$ cat src/sv/blsd_pkg.sv
// ----------------------------------------------------------------------------
// blsd_pkg
// Shared types, codes, constants and Q8.24 helpers of the banded
// least-squares descale unit.
// ----------------------------------------------------------------------------
package blsd_pkg;

   // default store sizes
   localparam int DEF_MAX_SRC  = 4096;
   localparam int DEF_MAX_DEST = 2048;
   localparam int DEF_MAX_TAPS = 16;
   localparam int DEF_MAX_BAND = 7;

   // half bandwidths
   localparam int BAND_SHORT = 5;
   localparam int BAND_LONG  = 7;
   localparam logic [2:0] BAND_MODE_SHORT = 3'd5;

   // field widths
   localparam int FUNC_W      = 3;
   localparam int INDEX_W     = 12;
   localparam int SLOT_W      = 4;
   localparam int VALUE_W     = 32;
   localparam int WIN_W       = 13;
   localparam int OUT_INDEX_W = 11;
   localparam int CSR_INDEX_W = 4;
   localparam int CSR_DATA_W  = 32;

   // item function codes
   localparam logic [FUNC_W-1:0] FN_WINDOW = 3'd0;
   localparam logic [FUNC_W-1:0] FN_WEIGHT = 3'd1;
   localparam logic [FUNC_W-1:0] FN_LOWER  = 3'd2;
   localparam logic [FUNC_W-1:0] FN_UPPER  = 3'd3;
   localparam logic [FUNC_W-1:0] FN_INVDG  = 3'd4;
   localparam logic [FUNC_W-1:0] FN_SAMPLE = 3'd5;
   localparam logic [FUNC_W-1:0] FN_READ   = 3'd6;

   // register indexes
   localparam logic [CSR_INDEX_W-1:0] CSR_SRC_COUNT  = 4'd0;
   localparam logic [CSR_INDEX_W-1:0] CSR_DEST_COUNT = 4'd1;
   localparam logic [CSR_INDEX_W-1:0] CSR_BAND_MODE  = 4'd2;
   localparam logic [CSR_INDEX_W-1:0] CSR_TAPS       = 4'd3;

   localparam logic signed [63:0] ACC_MAX    = 64'sh7FFF_FFFF_FFFF_FFFF;
   localparam logic signed [63:0] ACC_MIN    = 64'sh8000_0000_0000_0000;
   localparam logic signed [63:0] ROUND_HALF = 64'sh0000_0000_0080_0000;
   localparam logic signed [39:0] Q_MAX      = 40'sh00_7FFF_FFFF;
   localparam logic signed [39:0] Q_MIN      = 40'shFF_8000_0000;

   typedef enum logic [2:0] {
      AC_HOLD, AC_CLR, AC_ADD, AC_SUB, AC_LDP, AC_LDD
   } acc_op_type;

   typedef enum logic [1:0] {
      OP_TAP, OP_LOW, OP_UPP, OP_DIAG
   } op_sel_type;

   typedef enum logic [1:0] {
      DS_FWD, DS_BWD, DS_ROW, DS_REQ
   } dst_sel_type;

   typedef struct packed {
      acc_op_type  acc_op;
      op_sel_type  op_sel;
      dst_sel_type dst_sel;
      logic        mul_en;
      logic        win_ld;
      logic        v_ld;
      logic        dst_wr;
      logic        out_ld;
   } cmd_type;

   typedef struct packed {
      logic tap_in_win;
      logic tap_in_src;
   } status_type;

   typedef enum logic [20:0] {
      S_IDLE     = 21'h000001,
      S_FW_ROW   = 21'h000002,
      S_FW_WIN   = 21'h000004,
      S_TAP_CHK  = 21'h000008,
      S_TAP_MUL  = 21'h000010,
      S_TAP_ACC  = 21'h000020,
      S_LOW_RD   = 21'h000040,
      S_LOW_MUL  = 21'h000080,
      S_LOW_ACC  = 21'h000100,
      S_RND      = 21'h000200,
      S_DIAG_MUL = 21'h000400,
      S_DIAG_ACC = 21'h000800,
      S_FW_WR    = 21'h001000,
      S_BW_ROW   = 21'h002000,
      S_BW_LD    = 21'h004000,
      S_UP_RD    = 21'h008000,
      S_UP_MUL   = 21'h010000,
      S_UP_ACC   = 21'h020000,
      S_BW_WR    = 21'h040000,
      S_RD_ADDR  = 21'h080000,
      S_RD_OUT   = 21'h100000
   } state_type;

   // saturating 64-bit add
   function automatic logic signed [63:0] sat_add(input logic signed [63:0] a,
                                                  input logic signed [63:0] b);
      logic signed [64:0] s;
      s = {a[63], a} + {b[63], b};
      if (s[64] != s[63]) begin
         return s[64] ? ACC_MIN : ACC_MAX;
      end
      return s[63:0];
   endfunction

   // Q16.48 to Q8.24: add half, floor, saturate
   function automatic logic signed [31:0] round_q24(input logic signed [63:0] acc);
      logic signed [63:0] x;
      logic signed [39:0] q;
      x = sat_add(acc, ROUND_HALF);
      q = x[63:24];
      if (q > Q_MAX) begin
         return 32'sh7FFF_FFFF;
      end
      if (q < Q_MIN) begin
         return 32'sh8000_0000;
      end
      return q[31:0];
   endfunction

endpackage

$ cat src/sv/blsd_ctrl.sv
// ----------------------------------------------------------------------------
// blsd_ctrl
// Sequencer for loads, reads and the forward and backward row solve.
// ----------------------------------------------------------------------------
module blsd_ctrl #(
   parameter int MAX_DEST = blsd_pkg::DEF_MAX_DEST,
   parameter int MAX_TAPS = blsd_pkg::DEF_MAX_TAPS,
   parameter int MAX_BAND = blsd_pkg::DEF_MAX_BAND,
   localparam int DW = $clog2(MAX_DEST + 1),
   localparam int TW = $clog2(MAX_TAPS + 1),
   localparam int BW = $clog2(MAX_BAND + 1)
) (
   input  logic                          clock,
   input  logic                          reset,
   input  logic                          req_valid,
   input  logic [blsd_pkg::FUNC_W-1:0]   req_func,
   input  logic                          req_last,
   output logic                          req_ready,
   output logic                          rsp_valid,
   input  logic                          rsp_ready,
   input  logic [DW-1:0]                 n,
   input  logic [TW-1:0]                 taps,
   input  logic [BW-1:0]                 band,
   input  blsd_pkg::status_type          status,
   output blsd_pkg::cmd_type             cmd,
   output logic [DW-1:0]                 row,
   output logic [TW-1:0]                 k,
   output logic [BW-1:0]                 d
);

   blsd_pkg::state_type state_ff, state_in;
   logic [DW-1:0] row_ff, row_in;
   logic [TW-1:0] k_ff, k_in;
   logic [BW-1:0] d_ff, d_in;
   logic          rsp_valid_ff, rsp_valid_in;
   logic          req_fire;

   assign req_ready = state_ff == blsd_pkg::S_IDLE;
   assign req_fire  = req_valid && req_ready;

   // next state and commands
   always_comb begin
      state_in = state_ff;
      row_in   = row_ff;
      k_in     = k_ff;
      d_in     = d_ff;
      cmd      = '{acc_op: blsd_pkg::AC_HOLD, op_sel: blsd_pkg::OP_TAP,
                   dst_sel: blsd_pkg::DS_ROW, default: 1'b0};
      unique case (state_ff)
         blsd_pkg::S_IDLE: begin
            if (req_fire && req_func == blsd_pkg::FN_SAMPLE && req_last && n != '0) begin
               row_in   = '0;
               state_in = blsd_pkg::S_FW_ROW;
            end else if (req_fire && req_func == blsd_pkg::FN_READ) begin
               state_in = blsd_pkg::S_RD_ADDR;
            end
         end
         blsd_pkg::S_FW_ROW: begin
            cmd.acc_op = blsd_pkg::AC_CLR;
            k_in       = '0;
            state_in   = blsd_pkg::S_FW_WIN;
         end
         blsd_pkg::S_FW_WIN: begin
            cmd.win_ld = 1'b1;
            state_in   = blsd_pkg::S_TAP_CHK;
         end
         blsd_pkg::S_TAP_CHK: begin
            if (k_ff == taps || !status.tap_in_win) begin
               d_in = (32'(row_ff) < 32'(band)) ? BW'(row_ff) : band;
               state_in = (row_ff == '0) ? blsd_pkg::S_RND : blsd_pkg::S_LOW_RD;
            end else if (status.tap_in_src) begin
               state_in = blsd_pkg::S_TAP_MUL;
            end else begin
               k_in = k_ff + TW'(1);
            end
         end
         blsd_pkg::S_TAP_MUL: begin
            cmd.mul_en = 1'b1;
            state_in   = blsd_pkg::S_TAP_ACC;
         end
         blsd_pkg::S_TAP_ACC: begin
            cmd.acc_op = blsd_pkg::AC_ADD;
            k_in       = k_ff + TW'(1);
            state_in   = blsd_pkg::S_TAP_CHK;
         end
         blsd_pkg::S_LOW_RD: begin
            cmd.dst_sel = blsd_pkg::DS_FWD;
            state_in    = blsd_pkg::S_LOW_MUL;
         end
         blsd_pkg::S_LOW_MUL: begin
            cmd.op_sel = blsd_pkg::OP_LOW;
            cmd.mul_en = 1'b1;
            state_in   = blsd_pkg::S_LOW_ACC;
         end
         blsd_pkg::S_LOW_ACC: begin
            cmd.acc_op = blsd_pkg::AC_SUB;
            d_in       = d_ff - BW'(1);
            state_in   = (d_ff == BW'(1)) ? blsd_pkg::S_RND : blsd_pkg::S_LOW_RD;
         end
         blsd_pkg::S_RND: begin
            cmd.v_ld = 1'b1;
            state_in = blsd_pkg::S_DIAG_MUL;
         end
         blsd_pkg::S_DIAG_MUL: begin
            cmd.op_sel = blsd_pkg::OP_DIAG;
            cmd.mul_en = 1'b1;
            state_in   = blsd_pkg::S_DIAG_ACC;
         end
         blsd_pkg::S_DIAG_ACC: begin
            cmd.acc_op = blsd_pkg::AC_LDP;
            state_in   = blsd_pkg::S_FW_WR;
         end
         blsd_pkg::S_FW_WR: begin
            cmd.dst_wr = 1'b1;
            if (32'(row_ff) + 32'd1 == 32'(n)) begin
               if (32'(n) < 32'd2) begin
                  state_in = blsd_pkg::S_IDLE;
               end else begin
                  row_in   = n - DW'(2);
                  state_in = blsd_pkg::S_BW_ROW;
               end
            end else begin
               row_in   = row_ff + DW'(1);
               state_in = blsd_pkg::S_FW_ROW;
            end
         end
         blsd_pkg::S_BW_ROW: begin
            state_in = blsd_pkg::S_BW_LD;
         end
         blsd_pkg::S_BW_LD: begin
            cmd.acc_op = blsd_pkg::AC_LDD;
            if (32'(n) - 32'(row_ff) - 32'd1 < 32'(band)) begin
               d_in = BW'(n - row_ff - DW'(1));
            end else begin
               d_in = band;
            end
            state_in = blsd_pkg::S_UP_RD;
         end
         blsd_pkg::S_UP_RD: begin
            cmd.dst_sel = blsd_pkg::DS_BWD;
            state_in    = blsd_pkg::S_UP_MUL;
         end
         blsd_pkg::S_UP_MUL: begin
            cmd.op_sel = blsd_pkg::OP_UPP;
            cmd.mul_en = 1'b1;
            state_in   = blsd_pkg::S_UP_ACC;
         end
         blsd_pkg::S_UP_ACC: begin
            cmd.acc_op = blsd_pkg::AC_SUB;
            d_in       = d_ff - BW'(1);
            state_in   = (d_ff == BW'(1)) ? blsd_pkg::S_BW_WR : blsd_pkg::S_UP_RD;
         end
         blsd_pkg::S_BW_WR: begin
            cmd.dst_wr = 1'b1;
            if (row_ff == '0) begin
               state_in = blsd_pkg::S_IDLE;
            end else begin
               row_in   = row_ff - DW'(1);
               state_in = blsd_pkg::S_BW_ROW;
            end
         end
         blsd_pkg::S_RD_ADDR: begin
            cmd.dst_sel = blsd_pkg::DS_REQ;
            state_in    = blsd_pkg::S_RD_OUT;
         end
         blsd_pkg::S_RD_OUT: begin
            cmd.dst_sel = blsd_pkg::DS_REQ;
            if (!rsp_valid_ff || rsp_ready) begin
               cmd.out_ld = 1'b1;
               state_in   = blsd_pkg::S_IDLE;
            end
         end
         default: begin
            state_in = blsd_pkg::S_IDLE;
         end
      endcase
   end

   // hold a response beat until taken
   assign rsp_valid_in = cmd.out_ld || (rsp_valid_ff && !rsp_ready);

   always_ff @(posedge clock) begin
      if (reset) begin
         state_ff     <= blsd_pkg::S_IDLE;
         row_ff       <= '0;
         k_ff         <= '0;
         d_ff         <= '0;
         rsp_valid_ff <= 1'b0;
      end else begin
         state_ff     <= state_in;
         row_ff       <= row_in;
         k_ff         <= k_in;
         d_ff         <= d_in;
         rsp_valid_ff <= rsp_valid_in;
      end
   end

   assign rsp_valid = rsp_valid_ff;
   assign row       = row_ff;
   assign k         = k_ff;
   assign d         = d_ff;

   // never overwrite a waiting response beat
   a_no_overwrite: assert property (@(posedge clock) disable iff (reset)
      cmd.out_ld |-> (!rsp_valid_ff || rsp_ready))
      else $error("response overwritten while stalled");

   // factor terms always have a nonzero distance
   a_dist_nonzero: assert property (@(posedge clock) disable iff (reset)
      (state_ff == blsd_pkg::S_LOW_RD || state_ff == blsd_pkg::S_UP_RD) |-> d_ff != '0)
      else $error("factor term with zero distance");

   // a multiplied tap lies inside the tap count
   a_tap_range: assert property (@(posedge clock) disable iff (reset)
      state_ff == blsd_pkg::S_TAP_MUL |-> k_ff < taps)
      else $error("tap beyond tap count");

   // solved rows stay below the destination count
   a_row_range: assert property (@(posedge clock) disable iff (reset)
      (state_ff == blsd_pkg::S_FW_ROW || state_ff == blsd_pkg::S_BW_ROW) |-> row_ff < n)
      else $error("row beyond destination count");

endmodule
$ cat config.mk
export PLATFORM = sky130hd
export DESIGN_NAME = blsd_ctrl
export DESIGN_NICKNAME = d
export VERILOG_FILES = /design/src/sv/blsd_pkg.sv /design/src/sv/blsd_ctrl.sv
export SDC_FILE = /design/constraint.sdc
export NUM_CORES = 1
export LEC_CHECK = 0
export CORE_AREA = 2 2 87 89
export CTS_BUF_LIST = sky130_fd_sc_hd__clkbuf_16
export DETAILED_ROUTE_END_ITERATION = 8
export DIE_AREA = 0 0 89 91
export DONT_BUFFER_PORTS = 1
export PLACE_DENSITY = 0.71
export SYNTH_ARGS = -nofsm -noshare
export SYNTH_HDL_FRONTEND = slang
export SYNTH_SLANG_ARGS = --single-unit
$ cat constraint.sdc
create_clock -name clock -period 5.1 [get_ports clock]
set_clock_uncertainty 0.15 [all_clocks]
set_input_delay 0.765 -clock clock [delete_from_list [all_inputs] [get_ports clock]]
set_output_delay 0.765 -clock clock [all_outputs]
set_load 0.05 [all_outputs]
After elaboration in Yosys (flattened, before gate mapping)
Index checks and enable logic that the tools add are counted.
{"block": "op_classes", "magnitude_cmp": 3, "add_sub_neg": 10, "eq_ne": 35, "n_reduce_logical": 26, "mux": 33}
{"op": "$pmux 21 s20", "n": 1}
{"op": "$mux 21", "n": 6}
{"op": "$mux 12", "n": 4}
{"op": "$pmux 12 s3", "n": 1}
{"op": "$lt 32x3->1", "n": 1}
{"op": "$mux 14", "n": 2}
{"op": "$eq 21x1->1 const B", "n": 1}
{"op": "$eq 21x10->1 const B", "n": 1}
{"op": "$eq 21x11->1 const B", "n": 1}
{"op": "$eq 21x12->1 const B", "n": 1}
{"op": "$eq 21x13->1 const B", "n": 1}
{"op": "$eq 21x14->1 const B", "n": 1}
{"op": "$eq 21x15->1 const B", "n": 1}
{"op": "$eq 21x16->1 const B", "n": 1}
{"op": "$eq 21x17->1 const B", "n": 1}
{"op": "$eq 21x18->1 const B", "n": 1}
{"op": "$eq 21x19->1 const B", "n": 1}
{"op": "$eq 21x2->1 const B", "n": 1}
{"op": "$eq 21x20->1 const B", "n": 1}
{"op": "$eq 21x21->1 const B", "n": 1}
{"op": "$eq 21x3->1 const B", "n": 1}
{"op": "$eq 21x4->1 const B", "n": 1}
{"op": "$eq 21x5->1 const B", "n": 1}
{"op": "$eq 21x6->1 const B", "n": 1}
{"op": "42 further kinds", "n": 74}
{"block": "totals", "elab_cells": 112, "input_bits": 30, "out_inout_bits": 34, "ff_bits": 42}

Longest topological paths before layout
{"block": "logic_depth", "depth_word": 7, "ltp_mapped": 14, "mapped_depth_nobuf": 14}

Worst setup path after synthesis
OpenSTA, ideal clock, no wires.
{"block": "synth_timing", "kind": "reg-to-reg", "startpoint": "register state_ff[14]", "endpoint": "register row_ff[7] (netlist: row[7])", "setup_slack_ns": 1.209, "required_ns": 4.881, "path_buffers": 1, "path_stages_with_launch": 11, "setup_ns": 0.069, "arrival_ns": 3.673, "period_less_slack_ns": 3.891, "path_cell_list": "dfxtp_1 > nor3_1 > nand2_1 > nor3_1 > nand2_1 > and3_1 > a311o_1 > buf_4 > or3_1 > o32a_1 > o21ai_1"}
{"block": "synth_via", "elab_chain_len": 7, "elab_cells_between_ends": 13, "cone_classes": "eq/ne: 6; mux: 1; reduce/logical: 6"}
{"item": "from (decl)", "line": "blsd_ctrl.sv:31", "rtl": "blsd_pkg::state_type state_ff, state_in;"}
{"item": "from (signal assigned)", "line": "blsd_ctrl.sv:184", "rtl": "state_ff <= blsd_pkg::S_IDLE;"}
{"item": "from (signal assigned)", "line": "blsd_ctrl.sv:190", "rtl": "state_ff <= state_in;"}
{"item": "$eq 21x1->1 (*)", "line": "blsd_ctrl.sv:38", "rtl": "assign req_ready = state_ff == blsd_pkg::S_IDLE;"}
{"item": "via req_ready", "line": "blsd_ctrl.sv:18", "rtl": "output logic req_ready,"}
{"item": "$logic_and 1x1->1", "line": "blsd_ctrl.sv:39", "rtl": "assign req_fire = req_valid && req_ready;"}
{"item": "$logic_and 1x1->1 (3 in a row)", "line": "blsd_ctrl.sv:51", "rtl": "if (req_fire && req_func == blsd_pkg::FN_SAMPLE && req_last && n != '0) begin"}
{"item": "$ne 2x1->1 (no source line)"}
{"item": "$reduce_and 4->1 (no source line)"}
{"item": "to (signal assigned)", "line": "blsd_ctrl.sv:191", "rtl": "row_ff <= row_in;"}
{"item": "to (decl)", "line": "blsd_ctrl.sv:32", "rtl": "logic [DW-1:0] row_ff, row_in;"}
The timed path passes the listed nets; every way through them passes the cells marked *.
A chain may end at the register's enable or synchronous reset.

Worst setup path in the final report
{"block": "layout_timing", "startpoint": "register row_ff[0] (netlist: row[0])", "endpoint": "register row_ff[7] (netlist: row[7])"}
{"block": "layout_via", "elab_chain_len": 4, "elab_cells_between_ends": 11, "cone_classes": "add/sub: 3; eq/ne: 3; mux: 3; reduce/logical: 2"}
{"item": "$add 12x1->13", "line": "blsd_ctrl.sv:115", "rtl": "if (32'(row_ff) + 32'd1 == 32'(n)) begin"}
{"item": "$eq 13x12->1", "line": "blsd_ctrl.sv:115"}
{"item": "$ne 3x3->1 (no source line) / $mux 12 (equally long branches)"}
{"item": "$reduce_and 4->1 (no source line) / $pmux 12 s3 (equally long branches)"}
Parallel ways exist; a longest one is shown, timed or not. The select of a mux whose other input is x is not followed.

==> flow_summary.toml <==
[outcome]
status = "complete, no violations"

[worst_setup_path]
r2r-start = "row[0]$_SDFFE_PP0P_"
worstSetupPathType = "reg -> reg"
crit_cells = 10
path_buf_inv = 1
critPathCapture = "row[7]$_SDFFE_PP0P_"
slowest_delay_ps = 860
r2r_end = "row[7]$_SDFFE_PP0P_"
cp_top_family = "simple AND/OR/NAND/NOR gates"
critical_path.max_fanout = 18
cp-startpoint = "row[0]$_SDFFE_PP0P_"
worstPathArrival_ps = 4190
r2r_slack_ps = 990
required_ps = 5170
endpoint_kind = "flop"
cp_slowest_cell = "dfxtp_1"
r2r_cells = 10
start_kind = "flop"
path_cells = "inv_2 > ha_1 > xor2_1 > or4_1 > or4_4 > nor4_4 > a311o_1 > nor2_1 > o32a_1 > o21ai_1"

[timing]
rsz0062_at_grt = "false"
min_period_over_period = 0.806
period_needed_ps = 4110
setup_viol = 0
timing.hold.ws_ps = 380
fmax_mhz = 243
slew_viol_final = 0
finalHoldViolCount = 0
tns_ps = 0
max_slew_margin = 0.351
tightest_slew_ps = 968

[routing]
drc_errors = 0
wirelength_um = 11800
first_iter_violations = 224
routedWlPerCell_um = 18.1
vias_per_cell = 6.40
firstDrtPassIters = 5
vias = 4169
postRouteAntennaNets = 0

[global_route]
overflow = 0
gr-usage-all-layers = 0.303
antenna_found_initial = 0
grt_pass1_wl_um = 19600
grt_max_degree = 44
grt_pass1_vias = 4074

[floorplan]
die_area_mm2 = 0.00810
die-height_um = 91
coreArea_mm2 = 0.00714
start_util = 0.585
num_rows = 31
die_w_um = 89
ios = 64

[logic_synthesis]
ys.flop_type = "dfxtp_1"
netlist_area_mm2 = 0.00417
synth_edf_count = 0
yosysSeqAreaShare = 0.202
synthCells = 557
synth_nets = 612
synthArstFlopShare = 0
yosysWarnings = 0
ys_types = 67
ys_ff_latch = 42
syn_area_per_cell_um2 = 7.49

[final_layout]
drive_gt1_frac = 0.0525
areaGrowthSynthToFinish_pct = 5.52
mostFrequentLayoutCell = "nor2_1"
final_nets = 606
final_cell_area_mm2 = 0.00440
stdcell_count = 651
antenna_cells = 0
final_cell_mix = "71 x nor2_1, 42 x nand2_1, 42 x dfxtp_1"

[clocking]
cts-root-buf = "clkbuf_16"
clock_latency_ps = 290
cts.repair.resized = 0
clock-sinks = 42
cts_setup_buffers = 0
cts_hold_buffers = 0
path_clk_slew_ps = 70
cts_buffer_depth = 2
cts_tree = "yes"
cts_max_level = 2
cts_inserted_buffers = 5

[pwr]
leakagePower_nw = 1.67
max-vdd-ir-drop_uv = 156
power_mw = 0.865
powerDensity_mw_per_mm2 = 196

[place]
numPortBuffers = 0
place_area_mm2 = 0.00426
dpl.cell_count = 643
gp_congestion = 0.947
hpwl_um = 9310

[worst_hold_path]
hold_path.class = "reg -> reg"

[flow_run]
maxCapViolations = 0
==> kinds of logic (layout without fill, tap and decap cells) <==
family	Yosys count	in the layout	share of synthesized area
buffers and inverters	43	38	0.0444
adder cells (fa/ha/maj)	25	25	0.0786
multiplexers	13	13	0.0318
XOR/XNOR	52	52	0.127
AND/OR/NAND/NOR	268	268	0.341
AO/OA/AOI/OAI	114	114	0.175
flip-flops	42	42	0.202
==> worst register-to-register path, delay by kind of cell, from the launching register on <==
family,cells,cell delay (ps)
AOI/OAI and AO/OA,3,1040
xor gates and xnor gates,1,150
DFF,1,860
adders and majority gates,1,380
and+or+nand+nor,4,1300
buffers and inverters,1,170
==> power by group <==
group / switching (mW) / internal, mW / leakage [nW]
registers: 0.00830 / 0.333 / 0.338
logic: 0.129 / 0.0786 / 1.26
clock network: 0.136 / 0.180 / 0.0750
total: 0.273 / 0.592 / 1.67
==> metal layers <==
layer,wire (um),vias to the layer above,track usage
met1,4630,1929,0.365
met4,318,0,0.108
met5,0,-,0
met3,956,29,0.0536
li1,-,2033,-
met2,5910,178,0.528
==> Yosys cell counts, drive strengths merged (2+ instances only) <==
cell,n,area (um^2)
a211oi,3,22.5
a21o,6,45.0
a21oi,29,145
a22oi,3,22.5
a31oi,3,18.8
a41oi,3,26.3
and2,3,18.8
and3,4,25.0
and4b,3,30.0
buf,7,50.1
clkbuf,13,48.8
dfxtp,42,841
fa,2,40.0
ha,23,288
inv,23,86.3
mux2,2,22.5
mux2i,11,110
nand2,42,158
nand2b,12,75.1
nand3,25,130
nand3b,6,45.0
nand4,13,81.3
nand4b,8,76.3
nor2,71,267
nor2b,14,87.6
nor3,32,170
nor3b,2,15.0
nor4,18,128
nor4bb,3,30.0
o211ai,6,45.0
o21a,4,30.0
o21ai,29,145
o21bai,3,22.5
o22ai,6,37.5
o31a,4,35.0
o31ai,3,22.5
or3,6,37.5
or4,3,26.3
xnor2,27,255
xnor3,4,90.1
xor2,21,184
==> metrics by stage <==
stage | utilization | setup WS (ps)
after floorplan | - | 1210
after global placement | 0.597 | 1090
after detailed placement | 0.597 | 1030
after CTS | 0.617 | 984
after global routing | 0.617 | 660
final | 0.617 | 987
==> flip-flops by register name, indices dropped and copies added, names as in the netlist <==
register,cells
state_ff,21
row,12
k,5
d,3
rsp_valid,1
==> cell type report <==
| type | count | area, um^2 |
|---|---|---|
| flip-flops and latches | 42 | 841 |
| fillers | 694 | 2740 |
| clock inverters | 3 | 17.5 |
| inverters | 23 | 86.3 |
| repair buffers | 7 | 52.6 |
| clock buffers | 5 | 125 |
| well taps | 99 | 124 |
| multi-input cells | 472 | 3160 |
==> worst min-delay path by stage <==
stage,endpoint,slack (ps),startpoint,cells after the start
floorplan,state_ff[12]$_SDFFE_PP0P_,310,state_ff[8]$_SDFFE_PP0P_,1
global placement,state_ff[12]$_SDFFE_PP0P_,360,state_ff[8]$_SDFFE_PP0P_,1
detailed placement,state_ff[12]$_SDFFE_PP0P_,370,state_ff[11]$_SDFFE_PP0P_,2
CTS,state_ff[12]$_SDFFE_PP0P_,380,state_ff[8]$_SDFFE_PP0P_,1
global route,k[1]$_SDFFE_PP0P_,390,reset,1
finish,state_ff[12]$_SDFFE_PP0P_,380,state_ff[8]$_SDFFE_PP0P_,1
Note: power is estimated with default switching activity, not from simulation.
